--- src/sv/otl_pkg.sv ---
`default_nettype none
package otl_pkg;

   // Table entry codes: 1..20 are next states, GOOD ends the token on this
   // byte, BACK_UP ends the token before this byte
   typedef logic [6:0] code_type;
   typedef logic [4:0] state_type;
   typedef logic [4:0] class_type;

   localparam code_type  CODE_GOOD    = 7'd101;
   localparam code_type  CODE_BACK_UP = 7'd102;
   localparam code_type  CODE_FINAL   = 7'd100;
   localparam state_type STATE_IDLE   = 5'd0;
   localparam state_type STATE_LAST   = 5'd20;
   localparam logic [7:0] BYTE_SEMI   = 8'h3B;

   // Character classes
   localparam class_type CLS_ALPHA = 5'd0;
   localparam class_type CLS_DIGIT = 5'd1;
   localparam class_type CLS_UNDER = 5'd2;
   localparam class_type CLS_PLUS  = 5'd3;
   localparam class_type CLS_EQ    = 5'd4;
   localparam class_type CLS_PCT   = 5'd5;
   localparam class_type CLS_AMP   = 5'd6;
   localparam class_type CLS_STAR  = 5'd7;
   localparam class_type CLS_RBRK  = 5'd8;
   localparam class_type CLS_LBRK  = 5'd9;
   localparam class_type CLS_RPAR  = 5'd10;
   localparam class_type CLS_LPAR  = 5'd11;
   localparam class_type CLS_DOT   = 5'd12;
   localparam class_type CLS_SLASH = 5'd13;
   localparam class_type CLS_QUES  = 5'd14;
   localparam class_type CLS_BANG  = 5'd15;
   localparam class_type CLS_COLON = 5'd16;
   localparam class_type CLS_COMMA = 5'd17;
   localparam class_type CLS_MINUS = 5'd18;
   localparam class_type CLS_GT    = 5'd19;
   localparam class_type CLS_BAR   = 5'd20;
   localparam class_type CLS_LT    = 5'd21;
   localparam class_type CLS_TILDE = 5'd22;
   localparam class_type CLS_CARET = 5'd23;
   localparam class_type CLS_NONE  = 5'd24;

   // One queue entry: up to two results of one input byte
   typedef struct packed {
      logic [1:0] count;
      logic [7:0] byte0;
      logic       end0;
      logic [7:0] byte1;
      logic       end1;
   } entry_type;

   function automatic class_type class_of(input logic [7:0] b);
      class_type c;
      c = CLS_NONE;
      case (b) inside
         [8'h61:8'h7A], [8'h41:8'h5A]: c = CLS_ALPHA;
         [8'h30:8'h39]: c = CLS_DIGIT;
         8'h5F: c = CLS_UNDER;
         8'h2B: c = CLS_PLUS;
         8'h3D: c = CLS_EQ;
         8'h25: c = CLS_PCT;
         8'h26: c = CLS_AMP;
         8'h2A: c = CLS_STAR;
         8'h5D: c = CLS_RBRK;
         8'h5B: c = CLS_LBRK;
         8'h29: c = CLS_RPAR;
         8'h28: c = CLS_LPAR;
         8'h2E: c = CLS_DOT;
         8'h2F: c = CLS_SLASH;
         8'h3F: c = CLS_QUES;
         8'h21: c = CLS_BANG;
         8'h3A: c = CLS_COLON;
         8'h2C: c = CLS_COMMA;
         8'h2D: c = CLS_MINUS;
         8'h3E: c = CLS_GT;
         8'h7C: c = CLS_BAR;
         8'h3C: c = CLS_LT;
         8'h7E: c = CLS_TILDE;
         8'h5E: c = CLS_CARET;
         default: c = CLS_NONE;
      endcase
      return c;
   endfunction

   // Transition table, row 0: first byte of a token
   function automatic code_type start_code(input class_type c);
      code_type r;
      r = CODE_GOOD;
      unique case (c) inside
         CLS_ALPHA, CLS_UNDER: r = 7'd1;
         CLS_DIGIT: r = 7'd2;
         CLS_PLUS:  r = 7'd5;
         CLS_EQ:    r = 7'd19;
         CLS_PCT:   r = 7'd10;
         CLS_AMP:   r = 7'd11;
         CLS_STAR:  r = 7'd6;
         CLS_DOT:   r = 7'd4;
         CLS_SLASH: r = 7'd14;
         CLS_BANG:  r = 7'd15;
         CLS_COLON: r = 7'd16;
         CLS_MINUS: r = 7'd17;
         CLS_GT:    r = 7'd12;
         CLS_BAR:   r = 7'd18;
         CLS_LT:    r = 7'd7;
         CLS_CARET: r = 7'd20;
         default:   r = CODE_GOOD;
      endcase
      return r;
   endfunction

   // Transition table, all rows; unlisted entries back up, except in row 0 where they are GOOD
   function automatic code_type next_code(input state_type s, input class_type c);
      code_type r;
      r = CODE_BACK_UP;
      unique case (s) inside
         5'd0: r = start_code(c);
         5'd1: if (c == CLS_ALPHA || c == CLS_DIGIT || c == CLS_UNDER) r = 7'd1;
         5'd2: begin
            if (c == CLS_DIGIT) r = 7'd2;
            if (c == CLS_DOT) r = 7'd3;
         end
         5'd3, 5'd4: if (c == CLS_DIGIT) r = 7'd4;
         5'd5: begin
            if (c == CLS_DIGIT) r = 7'd2;
            if (c == CLS_PLUS || c == CLS_EQ) r = CODE_GOOD;
            if (c == CLS_DOT) r = 7'd4;
         end
         5'd6: if (c == CLS_EQ) r = CODE_GOOD;
         5'd7: begin
            if (c == CLS_EQ) r = 7'd8;
            if (c == CLS_LT) r = 7'd9;
         end
         5'd8: if (c == CLS_GT) r = CODE_GOOD;
         5'd9, 5'd10, 5'd13, 5'd14, 5'd15, 5'd19, 5'd20:
            if (c == CLS_EQ) r = CODE_GOOD;
         5'd11: if (c == CLS_EQ || c == CLS_AMP) r = CODE_GOOD;
         5'd12: begin
            if (c == CLS_EQ) r = CODE_GOOD;
            if (c == CLS_GT) r = 7'd13;
         end
         5'd16: if (c == CLS_COLON) r = CODE_GOOD;
         5'd17: begin
            if (c == CLS_DIGIT) r = 7'd2;
            if (c == CLS_DOT) r = 7'd4;
            if (c == CLS_EQ || c == CLS_MINUS || c == CLS_GT) r = CODE_GOOD;
         end
         5'd18: if (c == CLS_EQ || c == CLS_BAR) r = CODE_GOOD;
         default: r = CODE_BACK_UP;
      endcase
      return r;
   endfunction

endpackage
`default_nettype wire

--- src/sv/otl_channels_if.sv ---
`default_nettype none
interface otl_req_if;
   logic       valid;
   logic       ready;
   logic [7:0] source_byte;
   modport source(output valid, output source_byte, input ready);
   modport sink(input valid, input source_byte, output ready);
endinterface

interface otl_rsp_if;
   logic       valid;
   logic       ready;
   logic [7:0] token_byte;
   logic       token_end;
   logic       run_end;
   modport source(output valid, output token_byte, output token_end, output run_end,
                  input ready);
   modport sink(input valid, input token_byte, input token_end, input run_end,
                output ready);
endinterface
`default_nettype wire

--- src/sv/otl_front.sv ---
`default_nettype none
module otl_front
   import otl_pkg::*;
(
   input  wire logic  clock,
   input  wire logic  reset,
   otl_req_if.sink    req_if,
   input  wire logic  queue_full,
   output logic       push,
   output entry_type  push_entry
);

   state_type  lex_state_ff, lex_state_in;
   logic [7:0] held_byte_ff, held_byte_in;
   logic       held_valid_ff, held_valid_in;

   logic       accept;
   class_type  cls;
   logic       unclassed;
   state_type  cur_state;
   code_type   held_code;
   code_type   fresh_code;
   logic       fresh_emit;
   logic       fresh_hold;
   logic [7:0] b;

   assign req_if.ready = !queue_full && !reset;
   assign accept       = req_if.valid && req_if.ready;
   assign b            = req_if.source_byte;

   // Classify and look up both the running and the fresh transition
   always_comb begin
      cls        = class_of(b);
      unclassed  = (cls == CLS_NONE);
      cur_state  = (lex_state_ff > STATE_LAST) ? STATE_IDLE : lex_state_ff;
      held_code  = unclassed ? CODE_BACK_UP : next_code(cur_state, cls);
      fresh_code = unclassed ? CODE_BACK_UP : next_code(STATE_IDLE, cls);
      fresh_emit = unclassed ? (b == BYTE_SEMI) : (fresh_code > CODE_FINAL);
      fresh_hold = !unclassed && (fresh_code < CODE_FINAL);
   end

   // Build the results of this byte and the next lexer state
   always_comb begin
      push_entry    = '0;
      lex_state_in  = lex_state_ff;
      held_byte_in  = held_byte_ff;
      held_valid_in = held_valid_ff;
      if (held_valid_ff && held_code != CODE_BACK_UP) begin
         push_entry.byte0 = held_byte_ff;
         push_entry.end0  = 1'b0;
         if (held_code > CODE_FINAL) begin
            push_entry.byte1 = b;
            push_entry.end1  = 1'b1;
            push_entry.count = 2'd2;
            lex_state_in     = STATE_IDLE;
            held_byte_in     = '0;
            held_valid_in    = 1'b0;
         end else begin
            push_entry.count = 2'd1;
            lex_state_in     = held_code[4:0];
            held_byte_in     = b;
            held_valid_in    = 1'b1;
         end
      end else begin
         if (held_valid_ff) begin
            push_entry.byte0 = held_byte_ff;
            push_entry.end0  = 1'b1;
            if (fresh_emit) begin
               push_entry.byte1 = b;
               push_entry.end1  = 1'b1;
               push_entry.count = 2'd2;
            end else begin
               push_entry.count = 2'd1;
            end
         end else if (fresh_emit) begin
            push_entry.byte0 = b;
            push_entry.end0  = 1'b1;
            push_entry.count = 2'd1;
         end
         held_valid_in = fresh_hold;
         lex_state_in  = fresh_hold ? fresh_code[4:0] : STATE_IDLE;
         held_byte_in  = fresh_hold ? b : 8'd0;
      end
   end

   assign push = accept && (push_entry.count != 2'd0);

   // Advance the lexer on each input transfer
   always_ff @(posedge clock) begin
      if (reset) begin
         lex_state_ff  <= STATE_IDLE;
         held_byte_ff  <= '0;
         held_valid_ff <= 1'b0;
      end else if (accept) begin
         lex_state_ff  <= lex_state_in;
         held_byte_ff  <= held_byte_in;
         held_valid_ff <= held_valid_in;
      end
   end

endmodule
`default_nettype wire

--- src/sv/otl_queue.sv ---
`default_nettype none
module otl_queue
   import otl_pkg::*;
(
   input  wire logic       clock,
   input  wire logic       reset,
   input  wire logic       push,
   input  wire entry_type  push_entry,
   input  wire logic       pop,
   output logic            full,
   output logic            not_empty,
   output entry_type       head
);

   entry_type  slot_ff [2];
   logic       wr_ptr_ff, wr_ptr_in;
   logic       rd_ptr_ff, rd_ptr_in;
   logic [1:0] count_ff, count_in;

   assign full      = (count_ff == 2'd2);
   assign not_empty = (count_ff != 2'd0);
   assign head      = slot_ff[rd_ptr_ff];

   always_comb begin
      wr_ptr_in = push ? !wr_ptr_ff : wr_ptr_ff;
      rd_ptr_in = pop ? !rd_ptr_ff : rd_ptr_ff;
      count_in  = count_ff + {1'b0, push} - {1'b0, pop};
   end

   // Store entries
   always_ff @(posedge clock) begin
      if (push) slot_ff[wr_ptr_ff] <= push_entry;
   end

   // Track pointers and fill
   always_ff @(posedge clock) begin
      if (reset) begin
         wr_ptr_ff <= 1'b0;
         rd_ptr_ff <= 1'b0;
         count_ff  <= 2'd0;
      end else begin
         wr_ptr_ff <= wr_ptr_in;
         rd_ptr_ff <= rd_ptr_in;
         count_ff  <= count_in;
      end
   end

endmodule
`default_nettype wire

--- src/sv/otl_back.sv ---
`default_nettype none
module otl_back
   import otl_pkg::*;
(
   input  wire logic       clock,
   input  wire logic       reset,
   input  wire logic       not_empty,
   input  wire entry_type  head,
   output logic            pop,
   otl_rsp_if.source       rsp_if
);

   logic       sel_ff, sel_in;
   logic       valid_ff, valid_in;
   logic [7:0] byte_ff;
   logic       end_ff;
   logic       run_end_ff;
   logic       load;
   logic       last;

   // Load the output register when it is empty or being taken
   assign load = not_empty && (!valid_ff || rsp_if.ready);
   assign last = sel_ff || (head.count == 2'd1);
   assign pop  = load && last;

   always_comb begin
      sel_in   = sel_ff;
      valid_in = valid_ff;
      if (load) begin
         sel_in   = !last;
         valid_in = 1'b1;
      end else if (rsp_if.ready) begin
         valid_in = 1'b0;
      end
   end

   always_ff @(posedge clock) begin
      if (reset) begin
         sel_ff   <= 1'b0;
         valid_ff <= 1'b0;
      end else begin
         sel_ff   <= sel_in;
         valid_ff <= valid_in;
      end
   end

   // Hold the result payload until its transfer
   always_ff @(posedge clock) begin
      if (load) begin
         byte_ff    <= sel_ff ? head.byte1 : head.byte0;
         end_ff     <= sel_ff ? head.end1 : head.end0;
         run_end_ff <= last;
      end
   end

   assign rsp_if.valid      = valid_ff;
   assign rsp_if.token_byte = byte_ff;
   assign rsp_if.token_end  = end_ff;
   assign rsp_if.run_end    = run_end_ff;

endmodule
`default_nettype wire

--- src/sv/operator_token_lexer_core.sv ---
// Operator token lexer.
// req_if carries one source byte per transfer; rsp_if carries token bytes,
// each with token_end (last byte of its token) and run_end (last result of
// the source byte that caused it). A source byte gives zero, one or two
// results; whitespace and unclassed bytes but ';' only close a held token.
// The front end classifies a byte and steps the transition table in the
// cycle of its transfer, then writes its results into a two-entry queue.
// The back end drains the queue into a registered output, one result per
// cycle while results are taken; the first result of a byte passes through
// the queue, then the output register, before it is presented.
// Throughput: one source byte per cycle while results are taken;
// a byte with two results occupies the output for both in turn, so the
// sustained input rate is bounded by one result per cycle at rsp_if.
// The last byte of a multi-byte token stays held in the lexer until the
// following byte shows where the token ends.
// Reset clears the lexer state, the queue and the output valid, and holds
// req_if.ready low while it is asserted.
// When the receiver stalls the output holds; the queue takes up to two more
// bytes that give results, then req_if.ready drops until space frees.
`default_nettype none
module operator_token_lexer_core
   import otl_pkg::*;
(
   input  wire logic  clock,
   input  wire logic  reset,
   otl_req_if.sink    req_if,
   otl_rsp_if.source  rsp_if
);

   logic      push;
   entry_type push_entry;
   logic      pop;
   logic      full;
   logic      not_empty;
   entry_type head;

   otl_front u_front (
      .clock      (clock),
      .reset      (reset),
      .req_if     (req_if),
      .queue_full (full),
      .push       (push),
      .push_entry (push_entry)
   );

   otl_queue u_queue (
      .clock      (clock),
      .reset      (reset),
      .push       (push),
      .push_entry (push_entry),
      .pop        (pop),
      .full       (full),
      .not_empty  (not_empty),
      .head       (head)
   );

   otl_back u_back (
      .clock     (clock),
      .reset     (reset),
      .not_empty (not_empty),
      .head      (head),
      .pop       (pop),
      .rsp_if    (rsp_if)
   );

endmodule
`default_nettype wire
--- src/flat_wrapper.sv ---
// flat-port wrapper written by rule: the top's interface ports become plain ports
module operator_token_lexer_core_flat import otl_pkg::*;
  (clock, reset, req_if_valid, req_if_source_byte, req_if_ready, rsp_if_valid, rsp_if_token_byte, rsp_if_token_end, rsp_if_run_end, rsp_if_ready);
  otl_req_if req_if_i ();
  otl_rsp_if rsp_if_i ();
  input  wire logic clock;
  input  wire logic reset;
  input wire logic [$bits(req_if_i.valid)-1:0] req_if_valid;
  input wire logic [$bits(req_if_i.source_byte)-1:0] req_if_source_byte;
  output wire logic [$bits(req_if_i.ready)-1:0] req_if_ready;
  output wire logic [$bits(rsp_if_i.valid)-1:0] rsp_if_valid;
  output wire logic [$bits(rsp_if_i.token_byte)-1:0] rsp_if_token_byte;
  output wire logic [$bits(rsp_if_i.token_end)-1:0] rsp_if_token_end;
  output wire logic [$bits(rsp_if_i.run_end)-1:0] rsp_if_run_end;
  input wire logic [$bits(rsp_if_i.ready)-1:0] rsp_if_ready;
  assign req_if_i.valid = req_if_valid;
  assign req_if_i.source_byte = req_if_source_byte;
  assign req_if_ready = req_if_i.ready;
  assign rsp_if_valid = rsp_if_i.valid;
  assign rsp_if_token_byte = rsp_if_i.token_byte;
  assign rsp_if_token_end = rsp_if_i.token_end;
  assign rsp_if_run_end = rsp_if_i.run_end;
  assign rsp_if_i.ready = rsp_if_ready;
  operator_token_lexer_core u_core (.clock(clock), .reset(reset), .req_if(req_if_i), .rsp_if(rsp_if_i));
endmodule
--- config.mk ---
export PLATFORM = sky130hd
export DESIGN_NAME = operator_token_lexer_core_flat
export DESIGN_NICKNAME = d
export VERILOG_FILES = /design/src/sv/otl_pkg.sv /design/src/sv/otl_channels_if.sv /design/src/sv/otl_front.sv /design/src/sv/otl_queue.sv /design/src/sv/otl_back.sv /design/src/sv/operator_token_lexer_core.sv /design/src/flat_wrapper.sv
export SDC_FILE = /design/constraint.sdc
export NUM_CORES = 1
export LEC_CHECK = 0
export BUFFER_PORTS_ARGS = -buffer_cell sky130_fd_sc_hd__buf_2
export CAP_MARGIN = 20
export CORE_UTILIZATION = 60
export DETAILED_ROUTE_END_ITERATION = 6
export PLACE_DENSITY = 0.78
export REMOVE_ABC_BUFFERS = 1
export SLEW_MARGIN = 20
export SYNTH_ARGS = -nofsm -noshare
export SYNTH_HDL_FRONTEND = slang
export SYNTH_HIERARCHICAL = 1
export SYNTH_SLANG_ARGS = --single-unit
--- constraint.sdc ---
create_clock -name clock -period 4.53 [get_ports clock]
set_input_delay 0.2265 -clock clock [delete_from_list [all_inputs] [get_ports clock]]
set_output_delay 0.2265 -clock clock [all_outputs]
set_load 0.01 [all_outputs]
# Word-level counts from Yosys, hierarchy flattened
# Memory sizes are Yosys's and may differ from the RTL's. A register that Yosys moved wholly into a read port is not among the register bits.
# Index checks and enable logic that the tools add are counted.
# classes
eq_ne,63
magnitude_cmp,10
n_reduce_logical,35
addsub,2
mux,70
# op_table
cell,count
$eq 8x6->1 const B,17
$mux 5,25
$pmux 7 s16,1
$mux 7,13
$pmux 7 s13,1
$eq 5x5->1 const B,12
$eq 5x4->1 const B,11
$eq 8x7->1 const B,6
$eq 5x3->1 const B,8
$mux 8,4
$mux 9,3
$eq 5x2->1 const B,4
$mux 20,1
$ge 8x7->1 const B,2
$le 8x7->1 const B,2
$gt 7x7->1 const B,2
$mux 2,7
$mux 4,3
$mux 11,1
$eq 5x1->1 const B,2
$logic_and 1x1->1,10
$logic_not 5->1,2
$mux 1,10
$mux 10,1
14 further kinds,32
# totals
mem_count,1
regBits,30
out_inout_bits,12
ram_bits,40
inputBits,12
# memory_table
memory,depth,word_bits,read_ports,rd_clocked_by_memory_dff,write_ports,line,text
u_core.u_queue.slot_ff,2,20,1,1,1,otl_queue.sv:15,entry_type slot_ff [2];

# Depth between registers and ports, before layout
# Gate-level depths: netlist of run 1.
# logic_depth
word_depth,38
mapped_depth,16

# Cells and area by module
# The synthesis of run 1 kept the hierarchy.
# modules_own_cells
mod,seq_area_each_um2,cells_per_inst,area_per_inst_um2,n_inst
otl_front,280.3,372,2588.7,1
otl_queue,1301.2,83,1742.9,1
otl_back,340.3,33,561.8,1

# Worst setup path after synthesis of run 1
# Ideal clock, no wire load.
# synth_path
path_type,input to register
from,input port req_if_source_byte[6]
to,"memory u_core/u_queue/slot_ff[0][0] in the netlist's numbering, enable pin"
path_buffers,3
t_arrival_ns,3.630
path_stages,13
slack_ns,0.501
path_cell_list,buf_6 > or3b_1 > buf_6 > or3_4 > and4_4 > o21a_4 > o21a_4 > nor3_4 > buf_6 > ha_1 > inv_1 > o31a_1 > nor2b_1
# synth_via
elab_chain_len,38
word_cells_on_any_way,117
# synth_lines
item,line,text
"start, declared",flat_wrapper.sv:9,input wire logic [$bits(req_if_i.source_byte)-1:0] req_if_source_byte;
branches (longest 33 deep; another with $eq 8x7->1),--,
$mux 20 (*),otl_front.sv:48,if (held_valid_ff && held_code != CODE_BACK_UP) begin
$reduce_bool 2->1 (*),otl_front.sv:86,assign push = accept && (push_entry.count != 2'd0);
$logic_and 1x1->1 (*),otl_front.sv:86,
named net u_core.push,operator_token_lexer_core.sv:30,logic push;
$mux 1 (*),otl_queue.sv:32,if (push) slot_ff[wr_ptr_ff] <= push_entry;
$mux 1 (not written as such) (*),otl_queue.sv:32,
"end, declared",otl_queue.sv:15,
# Mark *: on every way through the listed nets, which the timed path passes.

# Worst setup path after layout of run 1
# layout_path
from,register u_core.u_front.lex_state_ff[0]
to,register u_core.u_queue.count_ff[1]
# layout_via
elab_chain_len,13
word_cells_on_any_way,36
# layout_lines
item,line,text
"start, declared",otl_front.sv:13,"state_type lex_state_ff, lex_state_in;"
"start signal, assigned",otl_front.sv:95,lex_state_ff <= lex_state_in;
$gt 5x5->1,otl_front.sv:35,cur_state = (lex_state_ff > STATE_LAST) ? STATE_IDLE : lex_state_ff;
$mux 5 (*),otl_front.sv:35,
"$eq 5x3->1, or another cell as far along",otl_front.sv:36,"held_code = unclassed ? CODE_BACK_UP : next_code(cur_state, cls);"
$reduce_or 8->1 (no line) or $reduce_or 2->1 (tied branches),--,
$pmux 7 s13 (*),otl_pkg.sv:116,unique case (s) inside
$mux 7 (*),otl_front.sv:36,
$gt 7x7->1 or $ne 7x7->1 (tied branches),"otl_front.sv:51, otl_front.sv:48",
$mux 2 or $logic_and 1x1->1 (tied branches),"otl_front.sv:51, otl_front.sv:48",
$mux 20 (*),otl_front.sv:48,
$reduce_bool 2->1 (*),otl_front.sv:86,
$logic_and 1x1->1 (*),otl_front.sv:86,
named net u_core.push,operator_token_lexer_core.sv:30,
$add 2x1->2 (*),otl_queue.sv:27,"count_in = count_ff + {1'b0, push} - {1'b0, pop};"
$sub 2x1->2 (*),otl_queue.sv:27,
"end signal, assigned",otl_queue.sv:44,count_ff <= count_in;
"end, declared",otl_queue.sv:18,"logic [1:0] count_ff, count_in;"
# The timed path passes the listed nets; every way through them passes the cells marked *.
# A chain may end at the register's enable or synchronous reset.

==> out/qor.csv, run 1 <==
metric,value,unit
final-setup-viol-count,0,
drc,0,
p_int,1.35,mW
clock-skew-final,6.43,ps
synth_edf_count,50,
grt_overflow,0,
grt_max_degree,34,
nets,504,
synth_common_cells,"edfxtp_1 (50), nand2_1 (39), nor2_1 (32)",
status,completed,
switching_power,0.589,mW
hold_class,in -> reg,
io_pins,24,
drt_iter0_drc,283,
yosysSeqAreaShare,39.3,%
postCtsHoldBufs,0,
viasPerCell,6.69,
initial_core_util,62.7,%
cts_buffer_depth,2,
num_rows,32,
dieArea,8520,sq um
grt_use_met2,50.7,%
relSlewSlack,48.6,%
die_w,92.3,um
ys_top_cells_by_area,"edfxtp_1 (31%), mux2_4 (8.9%), dfxtp_1 (8.6%), nand2_1 (3.0%), o21ai_0 (2.5%)",
core_area,7810,sq um
path_class,reg -> reg,
dp_hpwl,8390,um
antenna_left,0,
drtPass1Iterations,5,
root_buffer,clkbuf_8,
place_inst,579,
fmax,269,MHz
worstPathMaxFanout,21,
syn_area,4890,sq um
clkPwrFrac,24.1,%
grt-busiest-layer,met2,
grt_util_met1,34.4,%
chipHeight,92.3,um
end_kind,register,
insertion_delay,340,ps
antenna_found_initial,0,
drive_gt1_share,20.3,%
critPathArrivalTime,3940,ps
worst_pin_slew,764,ps
report.final.slew_viol_count,0,
grt_use_total,28.9,%
hold_viol,0,
port_buffers,23,
syn-instance-count,488,
fin_cells,595,
gp_congestion,0.930,
cts_tree,yes,
synth_most_common_cell,edfxtp_1,
power_frac_seq,45.1,%
cp-start-kind,register,
final.setup.tns,0,ps
syn_avg_cell_area,10.0,sq um
drv_cap,0,
post-cts-setup-buffers,0,
ys_types,85,
min_period,3720,ps
grtUsageMet3,4.68,%
vdd_drop_max,0.200,mV
clk_pin_slew,70,ps
via_count,3979,
leakage,1.81,nW
num_antenna_cells,0,
cts_sinks,71,
htree_num_levels,3,
swShare,30.4,%
rsz0062_at_grt,no,
powerDensity,378,nW/um^2
synth-seq-cells,71,
yosysTopAreaCell,edfxtp_1,
numCtsBuffers,9,
yosysWarnings,6,
post_cts_resized,0,
async_flop_share,0,%
syn_to_final_growth,4.47,%
critPathRequiredTime,4750,ps
grt_pass1_vias,3822,
fin_crit_sh,82.1,%
routed_wl,11800,um
p_comb_share,30.8,%
synth_top_flop_cell,edfxtp_1,
post_drt_wl_per_cell,19.9,um
synth_top_area_share,30.7,%
grt_pass1_wl,19100,um
## power groups by stage
stage	Clock, mW	Sequential (mW)	Combinational (mW)
2_1_floorplan	0	0.928	0.377
3_3_place_gp	0	0.885	0.576
3_5_place_dp	0	0.890	0.589
4_1_cts	0.474	0.876	0.595
5_1_grt	0.495	0.884	0.648
6_report	0.466	0.873	0.595
## layout make-up
| cell class | instances | area, sq um |
|---|---|---|
| Inverter | 15 | 56.3 |
| Clock inverter | 5 | 50.0 |
| Clock buffer | 11 | 131 |
| Tap cell | 102 | 128 |
| Sequential cell | 71 | 1920 |
| Fill cell | 598 | 2700 |
| Multi-Input combinational cell | 361 | 2660 |
| Timing Repair Buffer | 30 | 168 |
## state kept, by name (all words and copies together), names as in the netlist, named ones only
| signal | count |
|---|---|
| u_core/u_queue/count_ff | 2 |
| u_core/u_front/held_byte_ff | 8 |
| u_core/u_back/rsp_if.valid | 1 |
| u_core/u_back/rsp_if.token_byte | 8 |
| u_core/u_back/sel_ff | 1 |
| u_core/u_queue/rd_ptr_ff | 1 |
| u_core/u_queue/slot_ff | 40 |
| u_core/u_back/rsp_if.run_end | 1 |
| u_core/u_queue/wr_ptr_ff | 1 |
| u_core/u_back/rsp_if.token_end | 1 |
| u_core/u_front/held_valid_ff | 1 |
| u_core/u_front/lex_state_ff | 5 |
## logic make-up after synthesis
kind of cell               synth area share [%]
and+or+nand+nor                            24.4
muxes                                      9.31
DFF                                        39.3
AOI/OAI and AO/OA                          18.4
xor gates and xnor gates                   1.18
buffers and inverters                      6.42
adders and majority gates                  1.02
other                                    0.0766
## layout by cell type (no fill, tap or decap), types with 15 or more instances in the layout
| cell | count |
|---|---|
| inv_1 | 15 |
| nor2_1 | 32 |
| edfxtp_1 | 50 |
| nand2_1 | 39 |
| nor3_1 | 16 |
| nand3_1 | 16 |
| buf_2 | 23 |
| dfxtp_1 | 21 |
| mux2_4 | 29 |
| o21ai_0 | 24 |
## critical path, stage by stage, from the launching register on
cell and delay [ps]:
dfxtp_1 750, or3b_2 550, nor4_1 490, o21ai_0 250, and4bb_4 290, o21a_1 320
o31a_1 340, ha_1 220, xnor3_1 350, nor2_1 40
## metrics by stage
step	power (mW)	area (sq um)	setup slack, ps	hold WS (ps)	util [%]
2_1_floorplan	1.31	4640	502	296	-
3_3_place_gp	1.46	4930	774	437	63.2
3_5_place_dp	1.48	4930	710	443	63.2
4_1_cts	1.95	5110	881	184	65.5
5_1_grt	2.03	5110	729	213	65.5
6_report	1.93	5110	810	193	65.5
## routing by layer
layer | share of wire [%] | wire length [um]
met1 | 41 | 4820
met2 | 50 | 5930
met3 | 5.1 | 608
met4 | 4.1 | 485
met5 | 0 | 0
## final timing paths
kind                             startpoint                        endpoint  slack (ps)  depth (start not counted)
max          u_core/u_front/lex_state_ff[0]      u_core/u_queue/count_ff[1]         810                          9
min                            rsp_if_ready      u_core/u_back/rsp_if.valid         190                          3
max reg2reg  u_core/u_front/lex_state_ff[0]      u_core/u_queue/count_ff[1]         810                          9
min reg2reg  u_core/u_front/held_byte_ff[7]  u_core/u_front/held_byte_ff[7]         460                          1
(Power assumes the default switching activity.)
==> inputs of run 2 (changes only) <==
--- a/config.mk
+++ b/config.mk
@@ -7,9 +7,9 @@
 export LEC_CHECK = 0
 export BUFFER_PORTS_ARGS = -buffer_cell sky130_fd_sc_hd__buf_2
 export CAP_MARGIN = 20
-export CORE_UTILIZATION = 60
+export CORE_UTILIZATION = 56
 export DETAILED_ROUTE_END_ITERATION = 6
-export PLACE_DENSITY = 0.78
+export PLACE_DENSITY = 0.77
 export REMOVE_ABC_BUFFERS = 1
 export SLEW_MARGIN = 20
 export SYNTH_ARGS = -nofsm -noshare
==> constraint.sdc (replaced) <==
create_clock -name clock -period 3.3 [get_ports clock]
set_input_delay 0.165 -clock clock [delete_from_list [all_inputs] [get_ports clock]]
set_output_delay 0.165 -clock clock [all_outputs]
set_load 0.01 [all_outputs]
==> out/qor.csv, run 2 (synthesis gave the netlist of run 1 again) <==
metric,value,unit,change
gp_congestion,0.925,,-0.54%
grtUsageMet3,4.15,%,-0.53 points
powerDensity,494,nW/um^2,+31%
grt-busiest-layer,met2,,
antenna_left,0,,unchanged
grt_util_met1,37.2,%,+2.8 points
grt_use_met2,50.8,%,about the same
largest-register,u_core/u_queue/slot_ff,,
post_drt_wl_per_cell,19.1,um,-4.1%
final_cell_mix,"buf_4 (60), edfxtp_1 (50), nand2_1 (39)",,
switching_power,0.832,mW,+41%
final_common_cell,buf_4,,
insertion_delay,340,ps,about the same
nets,559,,+11%
fill_cells,656,,+9.7%
grt_use_total,29.5,%,+0.67 points
setup_ws,145,ps,-666 ps
core_area,8340,sq um,+6.8%
min_period,3160,ps,-564 ps
hold_class,in -> reg,,
dp_hpwl,9410,um,+12%
grt_pass1_wl,20200,um,+5.6%
drtPass1Iterations,5,,unchanged
cts_tree,yes,,
pre_cts_slack,29.6,ps,-680 ps
clk_pin_slew,70,ps,about the same
postCtsHoldBufs,0,,unchanged
grt_overflow,0,,unchanged
drt_iter0_drc,221,,-22%
routed_wl,12500,um,+5.4%
via_count,4146,,+4.2%
antenna_found_initial,0,,unchanged
io_pins,24,,unchanged
finalInstanceArea,5580,sq um,+9.2%
swShare,30.1,%,-0.30 points
drive_gt1_share,29.2,%,+8.9 points
worst_pin_slew,868,ps,+105 ps
cts_buffer_depth,2,,unchanged
port_buffers,23,,unchanged
chipHeight,95.5,um,+3.4%
critPathRequiredTime,3340,ps,-1410 ps
viasPerCell,6.34,,-5.2%
fmax,317,MHz,+18%
clkPwrFrac,24.3,%,+0.2 points
root_buffer,clkbuf_8,,
vdd_drop_max,0.321,mV,+61%
largest_reg_flops,40,,unchanged
p_comb_share,33.4,%,+2.6 points
syn_to_final_growth,14.1,%,
p_int,1.93,mW,+43%
critPathArrivalTime,3200,ps,-740 ps
drc,0,,unchanged
grt_pass1_vias,3980,,+4.1%
clock-skew-final,10.6,ps,+4.21 ps
relSlewSlack,41.7,%,-7.0 points
cp-start-kind,register,,
leakage,2.10,nW,+16%
post-cts-setup-buffers,0,,unchanged
final-setup-viol-count,0,,unchanged
initial_core_util,58.7,%,-4.0 points
report.final.slew_viol_count,0,,unchanged
dieArea,9120,sq um,+7.0%
status,completed,,
htree_num_levels,3,,unchanged
die_w,95.5,um,+3.4%
power_frac_seq,42.3,%,-2.8 points
rsz0062_at_grt,no,,
end_kind,register,,
numCtsBuffers,9,,unchanged
worstPathMaxFanout,20,,-4.8%
post_dp_cell_area,5370,sq um,+8.8%
grt_max_degree,29,,-15%
fin_crit_sh,95.6,%,+14 points
finalPower,2.76,mW,+43%
drv_cap,0,,unchanged
path_class,reg -> reg,,
hold_viol,0,,unchanged
num_rows,33,,+3.1%
cts_sinks,71,,unchanged
## run 2: changes by cell type in the layout (fill, tap and decap cells not counted), sizes merged
cell      before  now
buf           30   85
clkbuf        11   13
clkinv         3    2
clkinvlp       1    0
diode          0    1
## run 2: routing by layer
layer,share of wire (%),wire [um],vias up
li1,-,-,1954
met1,42,5290,1987
met2,49,6170,179
met3,5.3,656,26
met4,2.8,355,0
met5,0,0,-
## run 2: cell type report
cell class / instances / area (sq um) / area share (%)
Inverter: 15 / 56.3 / 1.01
Clock buffer: 13 / 149 / 2.67
Timing Repair Buffer: 85 / 606 / 10.8
Tap cell: 105 / 131 / 2.35
Sequential cell: 71 / 1920 / 34.5
Antenna cell: 1 / 2.50 / 0.0448
Multi-Input combinational cell: 361 / 2670 / 47.8
Clock inverter: 3 / 43.8 / 0.785
## run 2: through the flow
stage	util [%]	hold WS, ps	std cells	TNS [ps]
floorplan	-	234	447	-18060
CTS	66.6	120	652	0
finish	66.9	127	654	0
global route	66.9	120	653	0
global placement	64.3	439	636	-1.66
detailed placement	64.3	455	636	0
## run 2: what timing repair did
item                                    CTS  global route
gates resized for setup                   0             4
endpoints found under the setup margin    0            10
endpoints found under the hold margin     0             0
## run 2: worst max-delay path, cell delays in order (launching register included)
cell and delay, ps:
dfxtp_1 450, or3b_2 550, a2111oi_2 340, nor2_1 100, a211oi_1 250, nor4_1 70
buf_4 160, nand4_1 90, o21a_1 150, o31a_1 200, nor2b_1 270, buf_12 210
## run 2: power groups by stage
stage               clock [mW]  sequential (mW)  combinational [mW]
floorplan                    0             1.27               0.518
global placement             0             1.18               0.885
detailed placement           0             1.19               0.912
CTS                      0.680             1.17               0.917
global route             0.722             1.19                1.00
finish                   0.672             1.17               0.921
## run 2: worst paths after layout
| path | to | slack, ps | depth (start not counted) | from |
|---|---|---|---|---|
| setup / recovery | u_core/u_queue/slot_ff[0][10] | 140 | 11 | u_core/u_front/lex_state_ff[4] |
| hold / removal | u_core/u_front/lex_state_ff[2] | 130 | 3 | req_if_valid |
| setup reg to reg | u_core/u_queue/slot_ff[0][10] | 140 | 11 | u_core/u_front/lex_state_ff[4] |
| hold reg to reg | u_core/u_front/held_byte_ff[7] | 470 | 1 | u_core/u_front/held_byte_ff[7] |
